$ cat config.mk
export PLATFORM = sky130hd
export DESIGN_NAME = fan_pwm_tach_controller_flat
export DESIGN_NICKNAME = d
export VERILOG_FILES = /design/src/sv/fpt_pkg.sv /design/src/sv/fpt_in_if.sv /design/src/sv/fpt_out_if.sv /design/src/sv/fan_pwm_tach_controller.sv /design/src/sv/fpt_cfg.sv /design/src/sv/fpt_alu.sv /design/src/sv/fpt_seq.sv /design/src/flat_wrapper.sv
export SDC_FILE = /design/constraint.sdc
export NUM_CORES = 1
export LEC_CHECK = 0
export ABC_AREA = 1
export BUFFER_PORTS_ARGS = -buffer_cell sky130_fd_sc_hd__buf_2
export CELL_PAD_IN_SITES_DETAIL_PLACEMENT = 1
export CELL_PAD_IN_SITES_GLOBAL_PLACEMENT = 2
export CORE_ASPECT_RATIO = 0.6
export CORE_MARGIN = 5
export CORE_UTILIZATION = 38
export DETAILED_ROUTE_END_ITERATION = 7
export PLACE_DENSITY = 0.94
export SLEW_MARGIN = 10
export SYNTH_ARGS = -nofsm -noshare
export SYNTH_HDL_FRONTEND = slang
export SYNTH_HIERARCHICAL = 1
export SYNTH_SLANG_ARGS = --single-unit
export TNS_END_PERCENT = 20
$ cat constraint.sdc
create_clock -name clk -period 10.2 [get_ports clk]
set_input_delay 1.02 -clock clk [delete_from_list [all_inputs] [get_ports clk]]
set_output_delay 1.02 -clock clk [all_outputs]
set_load 0.05 [all_outputs]
$ cat src/sv/fpt_pkg.sv
`default_nettype none

package fpt_pkg;

    // Field widths of the words on the channels
    localparam int KIND_W     = 2;
    localparam int CH_FIELD_W = 3;
    localparam int DUTY_W     = 8;
    localparam int EDGE_W     = 8;
    localparam int MASK_W     = 8;
    localparam int RPM_W      = 16;

    // Register widths
    localparam int PPR_W = 4;
    localparam int WIN_W = 14;

    // Datapath widths
    localparam int CNT_W  = 32;
    localparam int ALU_W  = 32;
    localparam int DIV_W  = PPR_W + WIN_W;
    localparam int QUO_W  = RPM_W;
    localparam int BIT_W  = $clog2(QUO_W);
    localparam int NUM_W  = CNT_W + 16;

    // APB port
    localparam int APB_AW = 4;
    localparam int APB_DW = 32;

    // Most reports one window gives, and lanes of the pin mask
    localparam int MAX_LANES = 8;

    // Arithmetic constants
    localparam int unsigned RPM_SCALE  = 60 * 1000;
    localparam int unsigned ROUND_BIAS = 127;
    localparam int unsigned DUTY_FULL  = 255;
    localparam logic [RPM_W-1:0] RPM_SAT = 16'hffff;

    // Register reset values
    localparam logic             RST_DRIVE_ENABLE = 1'b0;
    localparam logic [PPR_W-1:0] RST_PPR          = 4'd2;
    localparam logic [WIN_W-1:0] RST_WINDOW_MS    = 14'd1000;

    typedef enum logic [KIND_W-1:0] {
        KIND_PWM_TICK   = 2'd0,
        KIND_TACH       = 2'd1,
        KIND_WINDOW_END = 2'd2,
        KIND_SET_DUTY   = 2'd3
    } kind_t;

    typedef enum logic [1:0] {
        REG_DRIVE_ENABLE   = 2'd0,
        REG_PULSES_PER_REV = 2'd1,
        REG_WINDOW_MS      = 2'd2
    } reg_addr_t;

    typedef enum logic {
        REPORT_MASK = 1'b0,
        REPORT_RPM  = 1'b1
    } report_t;

    typedef enum logic {
        ALU_ADD = 1'b0,
        ALU_SUB = 1'b1
    } alu_op_t;

    typedef enum logic [3:0] {
        S_IDLE,
        S_MASK,
        S_MASK_EMIT,
        S_TACH,
        S_WIN_SETUP,
        S_RPM_MUL,
        S_RPM_OVF,
        S_RPM_DIV,
        S_RPM_EMIT
    } state_t;

    typedef struct packed {
        logic             drive_enable;
        logic [PPR_W-1:0] pulses_per_rev;
        logic [WIN_W-1:0] window_ms;
    } cfg_t;

    typedef struct packed {
        alu_op_t          op;
        logic [ALU_W-1:0] a;
        logic [ALU_W-1:0] b;
    } alu_req_t;

    typedef struct packed {
        logic [ALU_W-1:0] res;
        logic             ge;
    } alu_rsp_t;

    typedef struct packed {
        logic                  report_type;
        logic [MASK_W-1:0]     low_mask;
        logic [CH_FIELD_W-1:0] rpm_channel;
        logic [RPM_W-1:0]      rpm;
        logic                  last;
    } res_t;

endpackage

`default_nettype wire

$ cat src/sv/fpt_in_if.sv
`default_nettype none

interface fpt_in_if import fpt_pkg::*; ();

    logic                  valid;
    logic                  ready;
    logic [KIND_W-1:0]     kind;
    logic [CH_FIELD_W-1:0] channel;
    logic [DUTY_W-1:0]     duty;
    logic [EDGE_W-1:0]     tach_edges;

    modport source (output valid, kind, channel, duty, tach_edges, input ready);
    modport sink   (input valid, kind, channel, duty, tach_edges, output ready);

endinterface

`default_nettype wire

$ cat src/sv/fpt_out_if.sv
`default_nettype none

interface fpt_out_if import fpt_pkg::*; ();

    logic                  valid;
    logic                  ready;
    logic                  report_type;
    logic [MASK_W-1:0]     low_mask;
    logic [CH_FIELD_W-1:0] rpm_channel;
    logic [RPM_W-1:0]      rpm;
    logic                  last;

    modport source (output valid, report_type, low_mask, rpm_channel, rpm, last,
                    input ready);
    modport sink   (input valid, report_type, low_mask, rpm_channel, rpm, last,
                    output ready);

endinterface

`default_nettype wire

$ cat src/sv/fan_pwm_tach_controller.sv
// PWM tick: walks NL = min(CHANNELS, 8) lanes, one threshold compare a cycle on the shared
//   subtractor, then offers the mask word.
// Tach word: at most one counter increment a cycle over the lanes; a set-duty word is written on accept.
// Window end: divisor setup, then per lane multiply, range check, up to 16 divide steps, report.
// Not ready while a word is in work; the output register holds a finished word meanwhile.
// rst_n (asynchronous, active low) clears duties, counters, wave step and registers.
`default_nettype none

module fan_pwm_tach_controller import fpt_pkg::*; #(
    parameter int CHANNELS   = 8,
    parameter int WAVE_STEPS = 256
) (
    input  wire logic              clk,
    input  wire logic              rst_n,
    fpt_in_if.sink                 item_in,
    fpt_out_if.source              result_out,
    input  wire logic              psel,
    input  wire logic              penable,
    input  wire logic              pwrite,
    input  wire logic [APB_AW-1:0] paddr,
    input  wire logic [APB_DW-1:0] pwdata,
    output logic      [APB_DW-1:0] prdata,
    output logic                   pready
);

    cfg_t     cfg;
    alu_req_t alu_req;
    alu_rsp_t alu_rsp;
    logic     emit_valid;
    res_t     emit_word;
    logic     out_free;
    logic     out_valid_reg;
    res_t     out_word_reg;

    fpt_cfg u_cfg (
        .clk     (clk),
        .rst_n   (rst_n),
        .psel    (psel),
        .penable (penable),
        .pwrite  (pwrite),
        .paddr   (paddr),
        .pwdata  (pwdata),
        .prdata  (prdata),
        .pready  (pready),
        .cfg     (cfg)
    );

    fpt_alu u_alu (
        .req (alu_req),
        .rsp (alu_rsp)
    );

    fpt_seq #(
        .CHANNELS   (CHANNELS),
        .WAVE_STEPS (WAVE_STEPS)
    ) u_seq (
        .clk        (clk),
        .rst_n      (rst_n),
        .item_in    (item_in),
        .cfg        (cfg),
        .alu_req    (alu_req),
        .alu_rsp    (alu_rsp),
        .emit_valid (emit_valid),
        .emit_word  (emit_word),
        .out_free   (out_free)
    );

    assign out_free = !out_valid_reg || result_out.ready;

    // Hold the result word until the sink takes it
    always_ff @(posedge clk or negedge rst_n)
    begin
        if (!rst_n)
            out_valid_reg <= 1'b0;
        else if (emit_valid && out_free)
            out_valid_reg <= 1'b1;
        else if (result_out.ready)
            out_valid_reg <= 1'b0;
    end

    always_ff @(posedge clk)
    begin
        if (emit_valid && out_free)
            out_word_reg <= emit_word;
    end

    assign result_out.valid       = out_valid_reg;
    assign result_out.report_type = out_word_reg.report_type;
    assign result_out.low_mask    = out_word_reg.low_mask;
    assign result_out.rpm_channel = out_word_reg.rpm_channel;
    assign result_out.rpm         = out_word_reg.rpm;
    assign result_out.last        = out_word_reg.last;

endmodule

`default_nettype wire

$ cat src/sv/fpt_cfg.sv
`default_nettype none

module fpt_cfg import fpt_pkg::*; (
    input  wire logic              clk,
    input  wire logic              rst_n,
    input  wire logic              psel,
    input  wire logic              penable,
    input  wire logic              pwrite,
    input  wire logic [APB_AW-1:0] paddr,
    input  wire logic [APB_DW-1:0] pwdata,
    output logic      [APB_DW-1:0] prdata,
    output logic                   pready,
    output cfg_t                   cfg
);

    logic             drive_enable_reg;
    logic [PPR_W-1:0] ppr_reg;
    logic [WIN_W-1:0] window_ms_reg;
    reg_addr_t        reg_sel;

    assign reg_sel = reg_addr_t'(paddr[3:2]);
    assign pready  = 1'b1;

    // Take a write in the access phase
    always_ff @(posedge clk or negedge rst_n)
    begin
        if (!rst_n)
        begin
            drive_enable_reg <= RST_DRIVE_ENABLE;
            ppr_reg          <= RST_PPR;
            window_ms_reg    <= RST_WINDOW_MS;
        end
        else if (psel && penable && pwrite)
        begin
            unique case (reg_sel)
                REG_DRIVE_ENABLE:   drive_enable_reg <= pwdata[0];
                REG_PULSES_PER_REV: ppr_reg          <= pwdata[PPR_W-1:0];
                REG_WINDOW_MS:      window_ms_reg    <= pwdata[WIN_W-1:0];
                default:            ;
            endcase
        end
    end

    // Read back the selected register
    always_comb
    begin
        unique case (reg_sel)
            REG_DRIVE_ENABLE:   prdata = APB_DW'(drive_enable_reg);
            REG_PULSES_PER_REV: prdata = APB_DW'(ppr_reg);
            REG_WINDOW_MS:      prdata = APB_DW'(window_ms_reg);
            default:            prdata = '0;
        endcase
    end

    assign cfg.drive_enable   = drive_enable_reg;
    assign cfg.pulses_per_rev = ppr_reg;
    assign cfg.window_ms      = window_ms_reg;

endmodule

`default_nettype wire

$ cat src/sv/fpt_alu.sv
`default_nettype none

module fpt_alu import fpt_pkg::*; (
    input  alu_req_t req,
    output alu_rsp_t rsp
);

    logic [ALU_W:0] diff;

    // One subtractor serves compares and the restoring subtract; increments use the adder
    assign diff = {1'b0, req.a} - {1'b0, req.b};

    always_comb
    begin
        case (req.op)
            ALU_ADD: rsp.res = req.a + req.b;
            default: rsp.res = diff[ALU_W-1:0];
        endcase
        rsp.ge = ~diff[ALU_W];
    end

endmodule

`default_nettype wire

$ cat src/sv/fpt_seq.sv
`default_nettype none

module fpt_seq import fpt_pkg::*; #(
    parameter int CHANNELS   = 8,
    parameter int WAVE_STEPS = 256
) (
    input  wire logic clk,
    input  wire logic rst_n,
    fpt_in_if.sink    item_in,
    input  cfg_t      cfg,
    output alu_req_t  alu_req,
    input  alu_rsp_t  alu_rsp,
    output logic      emit_valid,
    output res_t      emit_word,
    input  wire logic out_free
);

    localparam int CW     = (CHANNELS > 1) ? $clog2(CHANNELS) : 1;
    localparam int STEP_W = $clog2(WAVE_STEPS);
    localparam int NLANE  = (CHANNELS < MAX_LANES) ? CHANNELS : MAX_LANES;

    state_t state_reg, state_next;

    logic [CH_FIELD_W-1:0] ch_reg;
    logic [STEP_W-1:0]     step_reg;
    logic [DUTY_W-1:0]     duty_reg  [CHANNELS];
    logic [CNT_W-1:0]      count_reg [CHANNELS];

    logic [MASK_W-1:0] mask_reg;
    logic [EDGE_W-1:0] edges_reg;
    logic [DIV_W-1:0]  div_reg;
    logic [NUM_W-1:0]  num_reg;
    logic [DIV_W-1:0]  rem_reg;
    logic [QUO_W-1:0]  quo_reg;
    logic [BIT_W-1:0]  bit_reg;

    logic              accept;
    logic              last_ch;
    logic [CW-1:0]     ch_idx;
    logic [CW-1:0]     wr_idx;
    logic              wr_ok;
    logic [DUTY_W-1:0] duty_eff;
    logic [ALU_W-1:0]  mark_val;
    logic [ALU_W-1:0]  span;
    logic [ALU_W-1:0]  span_scaled;
    logic [QUO_W-1:0]  num_lo;
    logic [DIV_W:0]    shifted;
    logic [PPR_W-1:0]  ppr_eff;
    logic [WIN_W-1:0]  win_eff;
    logic [STEP_W-1:0] step_inc;

    assign item_in.ready = (state_reg == S_IDLE);
    assign accept        = item_in.valid && item_in.ready;
    assign last_ch       = (ch_reg == CH_FIELD_W'(NLANE - 1));
    assign ch_idx        = CW'(ch_reg);
    assign wr_idx        = CW'(item_in.channel);
    assign wr_ok         = (32'(item_in.channel) < 32'(CHANNELS));

    // Pin is low while duty*W+127 < 255*(W-step), the threshold test without a divide
    assign duty_eff    = cfg.drive_enable ? duty_reg[ch_idx] : '0;
    assign mark_val    = ALU_W'(duty_eff) * ALU_W'(WAVE_STEPS) + ALU_W'(ROUND_BIAS);
    assign span        = ALU_W'(WAVE_STEPS) - ALU_W'(step_reg);
    assign span_scaled = span * ALU_W'(DUTY_FULL);

    // Restoring division: bring down one numerator bit a step
    assign num_lo  = num_reg[QUO_W-1:0];
    assign shifted = {rem_reg, num_lo[bit_reg]};

    // Zero divisors count as one
    assign ppr_eff = (cfg.pulses_per_rev == '0) ? PPR_W'(1) : cfg.pulses_per_rev;
    assign win_eff = (cfg.window_ms == '0) ? WIN_W'(1) : cfg.window_ms;

    assign step_inc = (step_reg == STEP_W'(WAVE_STEPS - 1)) ? '0 : step_reg + 1'b1;

    // State register
    always_ff @(posedge clk or negedge rst_n)
    begin
        if (!rst_n)
            state_reg <= S_IDLE;
        else
            state_reg <= state_next;
    end

    // Next state, unit operands and result word
    always_comb
    begin
        state_next  = state_reg;
        alu_req.op  = ALU_SUB;
        alu_req.a   = '0;
        alu_req.b   = '0;
        emit_valid  = 1'b0;
        emit_word   = '0;
        unique case (state_reg)
            S_IDLE:
            begin
                if (accept)
                begin
                    unique case (kind_t'(item_in.kind))
                        KIND_PWM_TICK:   state_next = S_MASK;
                        KIND_TACH:       state_next = S_TACH;
                        KIND_WINDOW_END: state_next = S_WIN_SETUP;
                        KIND_SET_DUTY:   state_next = S_IDLE;
                        default:         state_next = S_IDLE;
                    endcase
                end
            end
            S_MASK:
            begin
                alu_req.op = ALU_SUB;
                alu_req.a  = mark_val;
                alu_req.b  = span_scaled;
                if (last_ch)
                    state_next = S_MASK_EMIT;
            end
            S_MASK_EMIT:
            begin
                emit_valid            = 1'b1;
                emit_word.report_type = REPORT_MASK;
                emit_word.low_mask    = mask_reg;
                if (out_free)
                    state_next = S_IDLE;
            end
            S_TACH:
            begin
                alu_req.op = ALU_ADD;
                alu_req.a  = count_reg[ch_idx];
                alu_req.b  = ALU_W'(1);
                if (last_ch)
                    state_next = S_IDLE;
            end
            S_WIN_SETUP:
                state_next = S_RPM_MUL;
            S_RPM_MUL:
                state_next = S_RPM_OVF;
            S_RPM_OVF:
            begin
                alu_req.op = ALU_SUB;
                alu_req.a  = num_reg[NUM_W-1:QUO_W];
                alu_req.b  = ALU_W'(div_reg);
                state_next = alu_rsp.ge ? S_RPM_EMIT : S_RPM_DIV;
            end
            S_RPM_DIV:
            begin
                alu_req.op = ALU_SUB;
                alu_req.a  = ALU_W'(shifted);
                alu_req.b  = ALU_W'(div_reg);
                if (bit_reg == '0)
                    state_next = S_RPM_EMIT;
            end
            S_RPM_EMIT:
            begin
                emit_valid            = 1'b1;
                emit_word.report_type = REPORT_RPM;
                emit_word.rpm_channel = ch_reg;
                emit_word.rpm         = quo_reg;
                emit_word.last        = last_ch;
                if (out_free)
                    state_next = last_ch ? S_IDLE : S_RPM_MUL;
            end
            default:
                state_next = S_IDLE;
        endcase
    end

    // Channel walk, wave step, duties and pulse counters
    always_ff @(posedge clk or negedge rst_n)
    begin
        if (!rst_n)
        begin
            ch_reg   <= '0;
            step_reg <= '0;
            for (int i = 0; i < CHANNELS; i++)
            begin
                duty_reg[i]  <= '0;
                count_reg[i] <= '0;
            end
        end
        else
        begin
            case (state_reg)
                S_IDLE:
                begin
                    if (accept)
                    begin
                        ch_reg <= '0;
                        if (kind_t'(item_in.kind) == KIND_SET_DUTY && wr_ok)
                            duty_reg[wr_idx] <= item_in.duty;
                    end
                end
                S_MASK:
                begin
                    if (!last_ch)
                        ch_reg <= ch_reg + 1'b1;
                end
                S_MASK_EMIT:
                begin
                    if (out_free)
                        step_reg <= step_inc;
                end
                S_TACH:
                begin
                    if (edges_reg[ch_reg])
                        count_reg[ch_idx] <= alu_rsp.res;
                    if (!last_ch)
                        ch_reg <= ch_reg + 1'b1;
                end
                S_RPM_EMIT:
                begin
                    if (out_free)
                    begin
                        if (last_ch)
                        begin
                            for (int i = 0; i < CHANNELS; i++)
                                count_reg[i] <= '0;
                        end
                        else
                            ch_reg <= ch_reg + 1'b1;
                    end
                end
                default: ;
            endcase
        end
    end

    // Working registers of the mask walk and the divider
    always_ff @(posedge clk)
    begin
        case (state_reg)
            S_IDLE:
            begin
                if (accept)
                begin
                    mask_reg  <= '0;
                    edges_reg <= item_in.tach_edges;
                end
            end
            S_MASK:
                mask_reg[ch_reg] <= ~alu_rsp.ge;
            S_WIN_SETUP:
                div_reg <= DIV_W'(ppr_eff) * DIV_W'(win_eff);
            S_RPM_MUL:
                num_reg <= NUM_W'(count_reg[ch_idx]) * NUM_W'(RPM_SCALE);
            S_RPM_OVF:
            begin
                // Quotient past 16 bits: saturate, else the high part is below the divisor
                if (alu_rsp.ge)
                    quo_reg <= RPM_SAT;
                rem_reg <= num_reg[QUO_W+DIV_W-1:QUO_W];
                bit_reg <= BIT_W'(QUO_W - 1);
            end
            S_RPM_DIV:
            begin
                rem_reg <= alu_rsp.ge ? alu_rsp.res[DIV_W-1:0] : shifted[DIV_W-1:0];
                quo_reg <= {quo_reg[QUO_W-2:0], alu_rsp.ge};
                bit_reg <= bit_reg - 1'b1;
            end
            default: ;
        endcase
    end

endmodule

`default_nettype wire

$ cat src/flat_wrapper.sv
// flat-port wrapper written by rule: the top's interface ports become plain ports
module fan_pwm_tach_controller_flat import fpt_pkg::*;
#(
    parameter int CHANNELS   = 8,
    parameter int WAVE_STEPS = 256
)
  (clk, rst_n, psel, penable, pwrite, paddr, pwdata, prdata, pready, item_in_valid, item_in_kind, item_in_channel, item_in_duty, item_in_tach_edges, item_in_ready, result_out_valid, result_out_report_type, result_out_low_mask, result_out_rpm_channel, result_out_rpm, result_out_last, result_out_ready);
  fpt_in_if item_in_i ();
  fpt_out_if result_out_i ();
  input  wire logic clk;
  input  wire logic rst_n;
  input  wire logic psel;
  input  wire logic penable;
  input  wire logic pwrite;
  input  wire logic [APB_AW-1:0] paddr;
  input  wire logic [APB_DW-1:0] pwdata;
  output logic      [APB_DW-1:0] prdata;
  output logic pready;
  input wire logic [$bits(item_in_i.valid)-1:0] item_in_valid;
  input wire logic [$bits(item_in_i.kind)-1:0] item_in_kind;
  input wire logic [$bits(item_in_i.channel)-1:0] item_in_channel;
  input wire logic [$bits(item_in_i.duty)-1:0] item_in_duty;
  input wire logic [$bits(item_in_i.tach_edges)-1:0] item_in_tach_edges;
  output wire logic [$bits(item_in_i.ready)-1:0] item_in_ready;
  output wire logic [$bits(result_out_i.valid)-1:0] result_out_valid;
  output wire logic [$bits(result_out_i.report_type)-1:0] result_out_report_type;
  output wire logic [$bits(result_out_i.low_mask)-1:0] result_out_low_mask;
  output wire logic [$bits(result_out_i.rpm_channel)-1:0] result_out_rpm_channel;
  output wire logic [$bits(result_out_i.rpm)-1:0] result_out_rpm;
  output wire logic [$bits(result_out_i.last)-1:0] result_out_last;
  input wire logic [$bits(result_out_i.ready)-1:0] result_out_ready;
  assign item_in_i.valid = item_in_valid;
  assign item_in_i.kind = item_in_kind;
  assign item_in_i.channel = item_in_channel;
  assign item_in_i.duty = item_in_duty;
  assign item_in_i.tach_edges = item_in_tach_edges;
  assign item_in_ready = item_in_i.ready;
  assign result_out_valid = result_out_i.valid;
  assign result_out_report_type = result_out_i.report_type;
  assign result_out_low_mask = result_out_i.low_mask;
  assign result_out_rpm_channel = result_out_i.rpm_channel;
  assign result_out_rpm = result_out_i.rpm;
  assign result_out_last = result_out_i.last;
  assign result_out_i.ready = result_out_ready;
  fan_pwm_tach_controller #(.CHANNELS(CHANNELS), .WAVE_STEPS(WAVE_STEPS)) u_core (.clk(clk), .rst_n(rst_n), .item_in(item_in_i), .result_out(result_out_i), .psel(psel), .penable(penable), .pwrite(pwrite), .paddr(paddr), .pwdata(pwdata), .prdata(prdata), .pready(pready));
endmodule
Yosys cells after proc, flatten, opt, wreduce, memory -nomap -nowiden
Index checks and enable logic that the tools add are counted.
Operators by class
  muxes and demuxes: 55
  reductions and logical operators: 33
  multipliers: 3
  equality and inequality tests: 24
  bitwise gates (word level): 3
  add/subtract/negate cells: 7
  magnitude comparators: 7
Operator list (count)
  $mux 256: 3
  $pmux 256 s2: 1
  $pmux 65 s4: 1
  $bwmux 256: 1
  $mux 32: 4
  $bmux 32 s3: 1
  $demux 32 s3: 1
  $bwmux 64: 1
  $mux 8: 6
  $mul 32x11->43 const B: 1
  $pmux 14 s3: 1
  $pmux 18 s2: 1
  $pmux 4 s9: 1
  $sub 32x32->33: 1
  $add 32x32->32: 1
  $mux 4: 8
  $pmux 16 s2: 1
  $bmux 8 s3: 1
  $demux 8 s3: 1
  $mul 10x9->19 const B: 1
  $mul 4x14->18: 1
  $mux 18: 1
  $add 16x7->17 const B: 1
  $eq 4x3->1 const B: 4
  45 further kinds: 88
Word-level totals
  bits in registers: 499
  output and inout bits: 64
  word-level logic and storage cells: 167
  bits of input ports: 64

Depth between registers and ports, before layout
Gate-level depths: netlist of run 1.
  depth in word-level cells: 12
  depth in mapped cells: 45
  gate-level depth less buffers: 43

Cells and area by module
Netlist of run 1, hierarchy kept.
By module, submodules not included
  fpt_seq: cells an instance 4131, times used 1, seq. area each 11836.4 µm², area each 32540.0 µm²
  fpt_alu: cells an instance 1127, times used 1, seq. area each 0.0 µm², area each 5452.7 µm²
  fpt_cfg: cells an instance 150, times used 1, seq. area each 484.2 µm², area each 1096.1 µm²
  fan_pwm_tach_controller: cells an instance 35, times used 1, seq. area each 895.9 µm², area each 915.9 µm²

Worst setup path after synthesis of run 1
Ideal clock, no wire load.
  path kind: register -> register
  from: register u_core.u_seq.step_reg[0]
  to: register u_core.u_seq.quo_reg[0], enable pin
  slack: 2.468 ns
  period minus slack after synthesis: 7.732 ns
  cell stages (with the launch flop): 38
  path buffers: 3
  arrival time: 7.368 ns
  setup time: 0.364 ns
  required time: 9.836 ns
  cell sequence: dfrtp_1 inv_1 ha_1 nand3_1 or2_2 nor2_1 xor2_1 inv_1 fa_1 fa_1 inv_1 fa_1 inv_1 fa_1 ha_1 nand2_1 nor2_1 nand2_1 [... 2 more ...] nand2_1 nand2_1 a21oi_1 buf_4 inv_1 ha_1 buf_2 nand2_1 nor2_1 nand2_1 nor3_1 nand2_1 nand2_1 nand2_1 o211ai_1 clkbuf_1 o21ai_0 inv_1
RTL lines
  start: declaration: RTL line fpt_seq.sv:25  | logic [STEP_W-1:0] step_reg;
  start signal: assignment: RTL line fpt_seq.sv:198  | step_reg <= step_inc;
  end signal: assignment: RTL line fpt_seq.sv:254  | quo_reg <= {quo_reg[QUO_W-2:0], alu_rsp.ge};
  end: declaration: RTL line fpt_seq.sv:34  | logic [QUO_W-1:0] quo_reg;

==> results of run 1 <==
[cell families after synthesis]
logic type,count (synthesis)
DFF,499
and+or+nand+nor,2836
buffers and inverters,1113
xor gates and xnor gates,66
other,2
AOI/OAI and AO/OA,487
adders and majority gates,440
[path summary, 6_finish.rpt]
check	startpoint	end	slack, ns	cells past startpoint
setup / recovery	u_core/u_seq/step_reg[0]	u_core/u_seq/quo_reg[10]	0.71	36
min in group clk	u_core/u_seq/count_reg[215]	u_core/u_seq/count_reg[215]	0.47	2
max in group asynchronous	rst_n	u_core/u_seq/count_reg[42]	7.39	3
hold / removal	rst_n	u_core/u_cfg/ppr_reg[3]	0.40	1
hold reg to reg	u_core/u_seq/count_reg[215]	u_core/u_seq/count_reg[215]	0.47	2
setup reg to reg	u_core/u_seq/step_reg[0]	u_core/u_seq/quo_reg[10]	0.71	36
[cell usage after synthesis (13+ instances only)]
cell,number
sky130_fd_sc_hd__a21oi_1,155
sky130_fd_sc_hd__a22oi_1,33
sky130_fd_sc_hd__buf_1,17
sky130_fd_sc_hd__buf_2,69
sky130_fd_sc_hd__buf_4,55
sky130_fd_sc_hd__buf_6,31
sky130_fd_sc_hd__clkbuf_1,50
sky130_fd_sc_hd__dfrtp_1,348
sky130_fd_sc_hd__edfxtp_1,144
sky130_fd_sc_hd__fa_1,200
sky130_fd_sc_hd__ha_1,240
sky130_fd_sc_hd__inv_1,864
sky130_fd_sc_hd__inv_2,23
sky130_fd_sc_hd__nand2_1,1930
sky130_fd_sc_hd__nand2_2,15
sky130_fd_sc_hd__nand3_1,404
sky130_fd_sc_hd__nand4_1,54
sky130_fd_sc_hd__nor2_1,326
sky130_fd_sc_hd__nor2_2,17
sky130_fd_sc_hd__nor3_1,32
sky130_fd_sc_hd__o211ai_1,13
sky130_fd_sc_hd__o21ai_0,125
sky130_fd_sc_hd__o21ai_1,70
sky130_fd_sc_hd__o21ai_2,16
sky130_fd_sc_hd__o21bai_1,18
sky130_fd_sc_hd__xnor2_1,13
sky130_fd_sc_hd__xor2_1,53
[area by class of cell]
type,instances,area [um^2]
Clock buffer,79,1600
Clock inverter,21,299
Fill cell,13300,61300
Inverter,888,3330
Multi-Input combinational cell,3848,22200
Sequential cell,499,13200
Tap cell,1410,1760
Timing Repair Buffer,151,961
[per-stage QoR]
stage	setup WS [ns]	hold slack (ns)
floorplan	2.47	0.442
global placement	1.19	0.453
detailed placement	0.938	0.458
CTS	0.862	0.414
global route	0.200	0.450
finish	0.708	0.404
[per-layer routing]
layer | vias up | track usage [%] | share of wire (%)
met5 | - | 0 | 0.031
met3 | 141 | 8.11 | 11
li1 | 16900 | - | -
met2 | 1260 | 34.9 | 38
met4 | 6 | 4.93 | 1.9
met1 | 18200 | 42.1 | 50
[layout by cell type (no fill, tap or decap), types with 9 or more instances in the layout]
master,n
sky130_fd_sc_hd__nand2_2,14
sky130_fd_sc_hd__nor2_2,16
sky130_fd_sc_hd__xor2_1,53
sky130_fd_sc_hd__ha_1,240
sky130_fd_sc_hd__nand2_1,1930
sky130_fd_sc_hd__dfrtp_1,348
sky130_fd_sc_hd__inv_1,861
sky130_fd_sc_hd__clkbuf_8,13
sky130_fd_sc_hd__o21ai_1,68
sky130_fd_sc_hd__o211ai_1,13
sky130_fd_sc_hd__conb_1,19
sky130_fd_sc_hd__inv_2,26
sky130_fd_sc_hd__clkbuf_1,11
sky130_fd_sc_hd__a22oi_1,33
sky130_fd_sc_hd__o2bb2ai_1,10
sky130_fd_sc_hd__clkbuf_16,55
sky130_fd_sc_hd__nand3_2,9
sky130_fd_sc_hd__buf_2,87
sky130_fd_sc_hd__nand4_1,54
sky130_fd_sc_hd__o21ai_2,10
sky130_fd_sc_hd__nor2_1,325
sky130_fd_sc_hd__nand3_1,404
sky130_fd_sc_hd__and2_1,11
sky130_fd_sc_hd__a21oi_1,153
sky130_fd_sc_hd__o21ai_0,125
sky130_fd_sc_hd__nor3_1,31
sky130_fd_sc_hd__xnor2_1,13
sky130_fd_sc_hd__o21bai_1,18
sky130_fd_sc_hd__fa_1,200
sky130_fd_sc_hd__buf_4,60
sky130_fd_sc_hd__edfxtp_1,144
[worst register-to-register path: cells and delay by family (launching register included)]
| kind | cells | cell delay [ns] |
|---|---|---|
| XOR/XNOR | 1 | 0.36 |
| buffers and inverters | 8 | 1.50 |
| AND/OR/NAND/NOR | 17 | 2.35 |
| flip-flops | 1 | 0.50 |
| adder cells (fa/ha/maj) | 7 | 3.20 |
| AO/OA/AOI/OAI | 3 | 1.24 |
==> results.yml, run 1 <==
outcome:
  outcome: "completed"
synth:
  synthSimpleGateAreaFrac_pct: 29.1
  synth_top_flop_cell: "sky130_fd_sc_hd__dfrtp_1"
  compound_cell_area_share_of_the_yosys_netlist_pct: 7.04
  synth_edf_count: 144
  cell_area_after_technology_mapping_um2: 40000
  area_share_of_xor_xnor_cells_in_the_synthesized_design_pct: 1.44
  synth_area_leaders: "sky130_fd_sc_hd__dfrtp_1, sky130_fd_sc_hd__nand2_1, sky130_fd_sc_hd__edfxtp_1"
  synthesized_area_fraction_occupied_by_adder_cells_pct: 17.5
  synthDominantCellAreaShare_pct: 21.8
  postSynthRegisterBits: 499
  distinct_cell_type_count_of_the_synthesized_netlist: 59
  largest_family_of_logic_cells_by_synthesized_area: "simple AND/OR/NAND/NOR gates"
  synth.mux.area_fraction_pct: 0
  synth_async_sr_flop_share_pct: 71.1
  synth_area_per_cell_um2: 7.35
  yosys_warnings: 6
  post_synth_inst_count: 5443
  synth_seq_area_share_pct: 33.0
  synth_top_cell_by_area: "sky130_fd_sc_hd__dfrtp_1"
sta:
  drv_slew: 0
  fin_crit_sh_pct: 93.1
  final-setup-viol-count: 0
  timing.slew.headroom_pct: 22.4
  tightestPinTransition_ns: 1.16
  tns_ns: 0
  unrepaired_setup_endpoints_after_global_routing: "false"
  finClkSkew_ns: 0.0294
  min_period_ns: 9.49
  max_freq_mhz: 105
  report.final.hold_viol_count: 0
global_routing:
  initial_antenna_violation_count: 5
  groute.usage.overall_pct: 26.5
  wire_length_of_the_first_global_routing_pass_um: 229000
  largest_net_degree_at_the_start_of_global_routing: 129
  vias_in_the_first_global_route: 36300
  gr-total-overflow: 0
final_layout:
  finish.utilization_pct: 41.4
  max_ffs_per_register: 256
  n_antenna_cell: 0
  drive_above_1_share_pct: 6.42
  final_cell_area_um2: 43400
  flow.area_growth_from_synthesis_pct: 8.51
  instances_no_fill: 6896
  finalNetCount: 5946
clock_tree:
  cts_sinks: 499
  postCtsSetupRepairBufs: 0
  source_to_sink_clock_delay_at_the_later_pin_of_the_worst_skew_pair_ns: 0.67
  htree_levels: 2
  clock_tree.root_cell: "sky130_fd_sc_hd__clkbuf_16"
  ctsResizeCount: 0
  cts_inserted_buffers: 54
  cts.path.max_buffers: 3
  path_clk_slew_ns: 0.07
  cts_tree: "yes"
  number_of_hold_repair_buffers_added_at_the_cts_stage: 0
routing:
  drcViolationCount: 0
  routed_wl_um: 150000
  vias_per_cell: 5.30
  detail_route.wl_per_cell_um: 21.8
  first_iter_violations: 3792
  route.vias.total: 36500
  drt-pass1-iter-count: 5
  drtAntennaViolNets: 0
worst_setup_path:
  setup.worst_path.class: "flop to flop"
  worst-path-max-fanout: 38
  crit_path_start_kind: "flop"
  crit_slowest_cell: "sky130_fd_sc_hd__a21oi_2"
  worst_path_dominant_cell_family: "adder cells"
  crit_buf_inv: 8
  critical_path.max_stage_delay_ns: 0.81
  worst_ep_required_time_ns: 10.53
  critPathMostFrequentCell: "sky130_fd_sc_hd__nand2_1"
  end_kind: "flop"
  worstPathArrival_ns: 9.83
min_path:
  min-delay-path-class: "input pin to async pin"
floorplan:
  dieArea_um2: 112000
  fp.dieW_um: 429
  fp.coreArea_um2: 105000
  initial_core_util_pct: 38.2
  num_rows: 92
  boundaryPins: 128
  floorplan.die.height_um: 261
placed_design:
  place_area_um2: 41500
  place_inst: 6796
  numPortBuffers: 88
  dpl.hpwl_um: 116000
  gp_congestion: 1.00
job:
  drv.max_cap_violation_count: 0
Power of run 1 is left out: the tool's default activity adds up to more than one toggle a clock period on the data nets, which glitch-free logic cannot reach.
==> inputs of run 2 (changes only) <==
--- a/config.mk
+++ b/config.mk
@@ -10,7 +10,7 @@
 export CELL_PAD_IN_SITES_DETAIL_PLACEMENT = 1
 export CELL_PAD_IN_SITES_GLOBAL_PLACEMENT = 2
 export CORE_ASPECT_RATIO = 0.6
-export CORE_MARGIN = 5
+export CORE_MARGIN = 8
 export CORE_UTILIZATION = 38
 export DETAILED_ROUTE_END_ITERATION = 7
 export PLACE_DENSITY = 0.94
==> results.yml, run 2 (synthesis gave the netlist of run 1 again) <==
outcome:
  outcome: "completed"
sta:
  max_freq_mhz: 103
  min_period_ns: 9.72
  tightestPinTransition_ns: 1.34
  finClkSkew_ns: 0.0475
  drv_slew: 0
  timing.slew.headroom_pct: 9.80
  fin_crit_sh_pct: 95.3
  final-setup-viol-count: 0
  report.final.hold_viol_count: 0
  unrepaired_setup_endpoints_after_global_routing: "false"
  tns_ns: 0
global_routing:
  gr-total-overflow: 0
  wire_length_of_the_first_global_routing_pass_um: 229000
  groute.usage.overall_pct: 25.4
  vias_in_the_first_global_route: 36600
  largest_net_degree_at_the_start_of_global_routing: 152
  initial_antenna_violation_count: 6
clock_tree:
  source_to_sink_clock_delay_at_the_later_pin_of_the_worst_skew_pair_ns: 0.67
  cts_tree: "yes"
  clock_tree.root_cell: "sky130_fd_sc_hd__clkbuf_16"
  cts_inserted_buffers: 53
  htree_levels: 2
  cts.path.max_buffers: 3
  cts_sinks: 499
  ctsResizeCount: 0
  postCtsSetupRepairBufs: 0
  path_clk_slew_ns: 0.07
  number_of_hold_repair_buffers_added_at_the_cts_stage: 0
floorplan:
  fp.coreArea_um2: 105000
  fp.dieW_um: 435
  dieArea_um2: 116000
  boundaryPins: 128
  num_rows: 92
  initial_core_util_pct: 38.2
  floorplan.die.height_um: 267
worst_setup_path:
  r2r_end: "u_core/u_seq/quo_reg[8]"
  worst_reg2reg_setup_slack_ns: 0.48
  crit_buf_inv: 8
  setup.worst_path.class: "flop to flop"
  critical_path.max_stage_delay_ns: 0.63
  end_kind: "flop"
  critPathMostFrequentCell: "sky130_fd_sc_hd__nand2_1"
  crit_slowest_cell: "sky130_fd_sc_hd__inv_1"
  worst_ep_required_time_ns: 10.46
  worst_path_dominant_cell_family: "adder cells"
  worstPathArrival_ns: 9.98
  worstSetupStartpoint: "u_core/u_seq/step_reg[0]"
  worst-r2r-cell-count: 36
  reg2reg_from: "u_core/u_seq/step_reg[0]"
  crit_path_start_kind: "flop"
  worst-path-max-fanout: 38
final_layout:
  mostFrequentLayoutCell: "sky130_fd_sc_hd__nand2_1"
  drive_above_1_share_pct: 6.31
  regArea_um2: 13200
  multi_input_comb_area_um2: 22200
  layout.cells.most_common_list: "sky130_fd_sc_hd__nand2_1, sky130_fd_sc_hd__inv_1, sky130_fd_sc_hd__nand3_1"
  max_ffs_per_register: 256
  final_cell_area_um2: 43300
  final.fill_count: 13200
  finalNetCount: 5943
  flow.area_growth_from_synthesis_pct: 8.18
routing:
  route.vias.total: 36700
  drcViolationCount: 0
  vias_per_cell: 5.32
  drtAntennaViolNets: 0
  drt-pass1-iter-count: 5
  first_iter_violations: 3851
  detail_route.wl_per_cell_um: 21.9
  routed_wl_um: 151000
min_path:
  min-delay-path-class: "input pin to async pin"
job:
  drv.max_cap_violation_count: 0
placed_design:
  gp_congestion: 0.957
  place_area_um2: 41500
  dpl.hpwl_um: 116000
  numPortBuffers: 88
## run 2: cell types whose count changed in the layout (fill, tap and decap cells not counted)
cell                         before  now
sky130_fd_sc_hd__buf_12           3    2
sky130_fd_sc_hd__clkbuf_8        13    2
sky130_fd_sc_hd__bufinv_16        5    6
sky130_fd_sc_hd__clkbuf_1        11   10
sky130_fd_sc_hd__buf_4           60   59
sky130_fd_sc_hd__clkinv_1         2    3
sky130_fd_sc_hd__clkinvlp_2       0    1
sky130_fd_sc_hd__inv_8            0    2
sky130_fd_sc_hd__clkinvlp_4       5    4
sky130_fd_sc_hd__clkinv_2         6   11
sky130_fd_sc_hd__diode_2          0    1
sky130_fd_sc_hd__clkbuf_16       55   53
sky130_fd_sc_hd__inv_16           0    1
## run 2: how the worst max path moves through the flow
stage | end | slack [ns] | cells past startpoint
5_1_grt | u_core/u_seq/quo_reg[2] | 0.08 | 36
6_report | u_core/u_seq/quo_reg[8] | 0.48 | 36
3_5_place_dp | u_core/u_seq/quo_reg[9] | 0.71 | 36
2_1_floorplan | u_core/u_seq/quo_reg[0] | 2.47 | 37
3_3_place_gp | u_core/u_seq/quo_reg[10] | 1.10 | 36
4_1_cts | u_core/u_seq/quo_reg[2] | 0.69 | 36
## run 2: layout make-up
type                       instances  share of cell area [%]
sequential                       499                    30.5
multi-input combinational       3848                    51.4
antenna                            1                 0.00578
timing repair buffer             149                    2.16
inverter                         888                    7.70
tap                             1410                    4.08
clock buffer                      65                    3.21
clock inverter                    31                   0.919
## run 2: layer usage
metal / vias to the layer above / GRT usage [%] / wire [um]
li1: 16900 / - / -
met1: 18300 / 39.5 / 73700
met2: 1321 / 33.4 / 57300
met3: 171 / 8.03 / 16500
met4: 6 / 6.07 / 3620
met5: - / 0 / 45
## run 2: metrics by stage
step / cells / utilization [%] / hold WS (ns) / setup WS, ns
finish: 6891 / 41.3 / 0.468 / 0.482
floorplan: 5460 / - / 0.442 / 2.47
global placement: 6794 / 39.6 / 0.453 / 1.10
global route: 6890 / 41.3 / 0.491 / 0.0776
detailed placement: 6794 / 39.6 / 0.458 / 0.711
CTS: 6890 / 41.3 / 0.474 / 0.693
Power of run 2 is left out for the same reason.
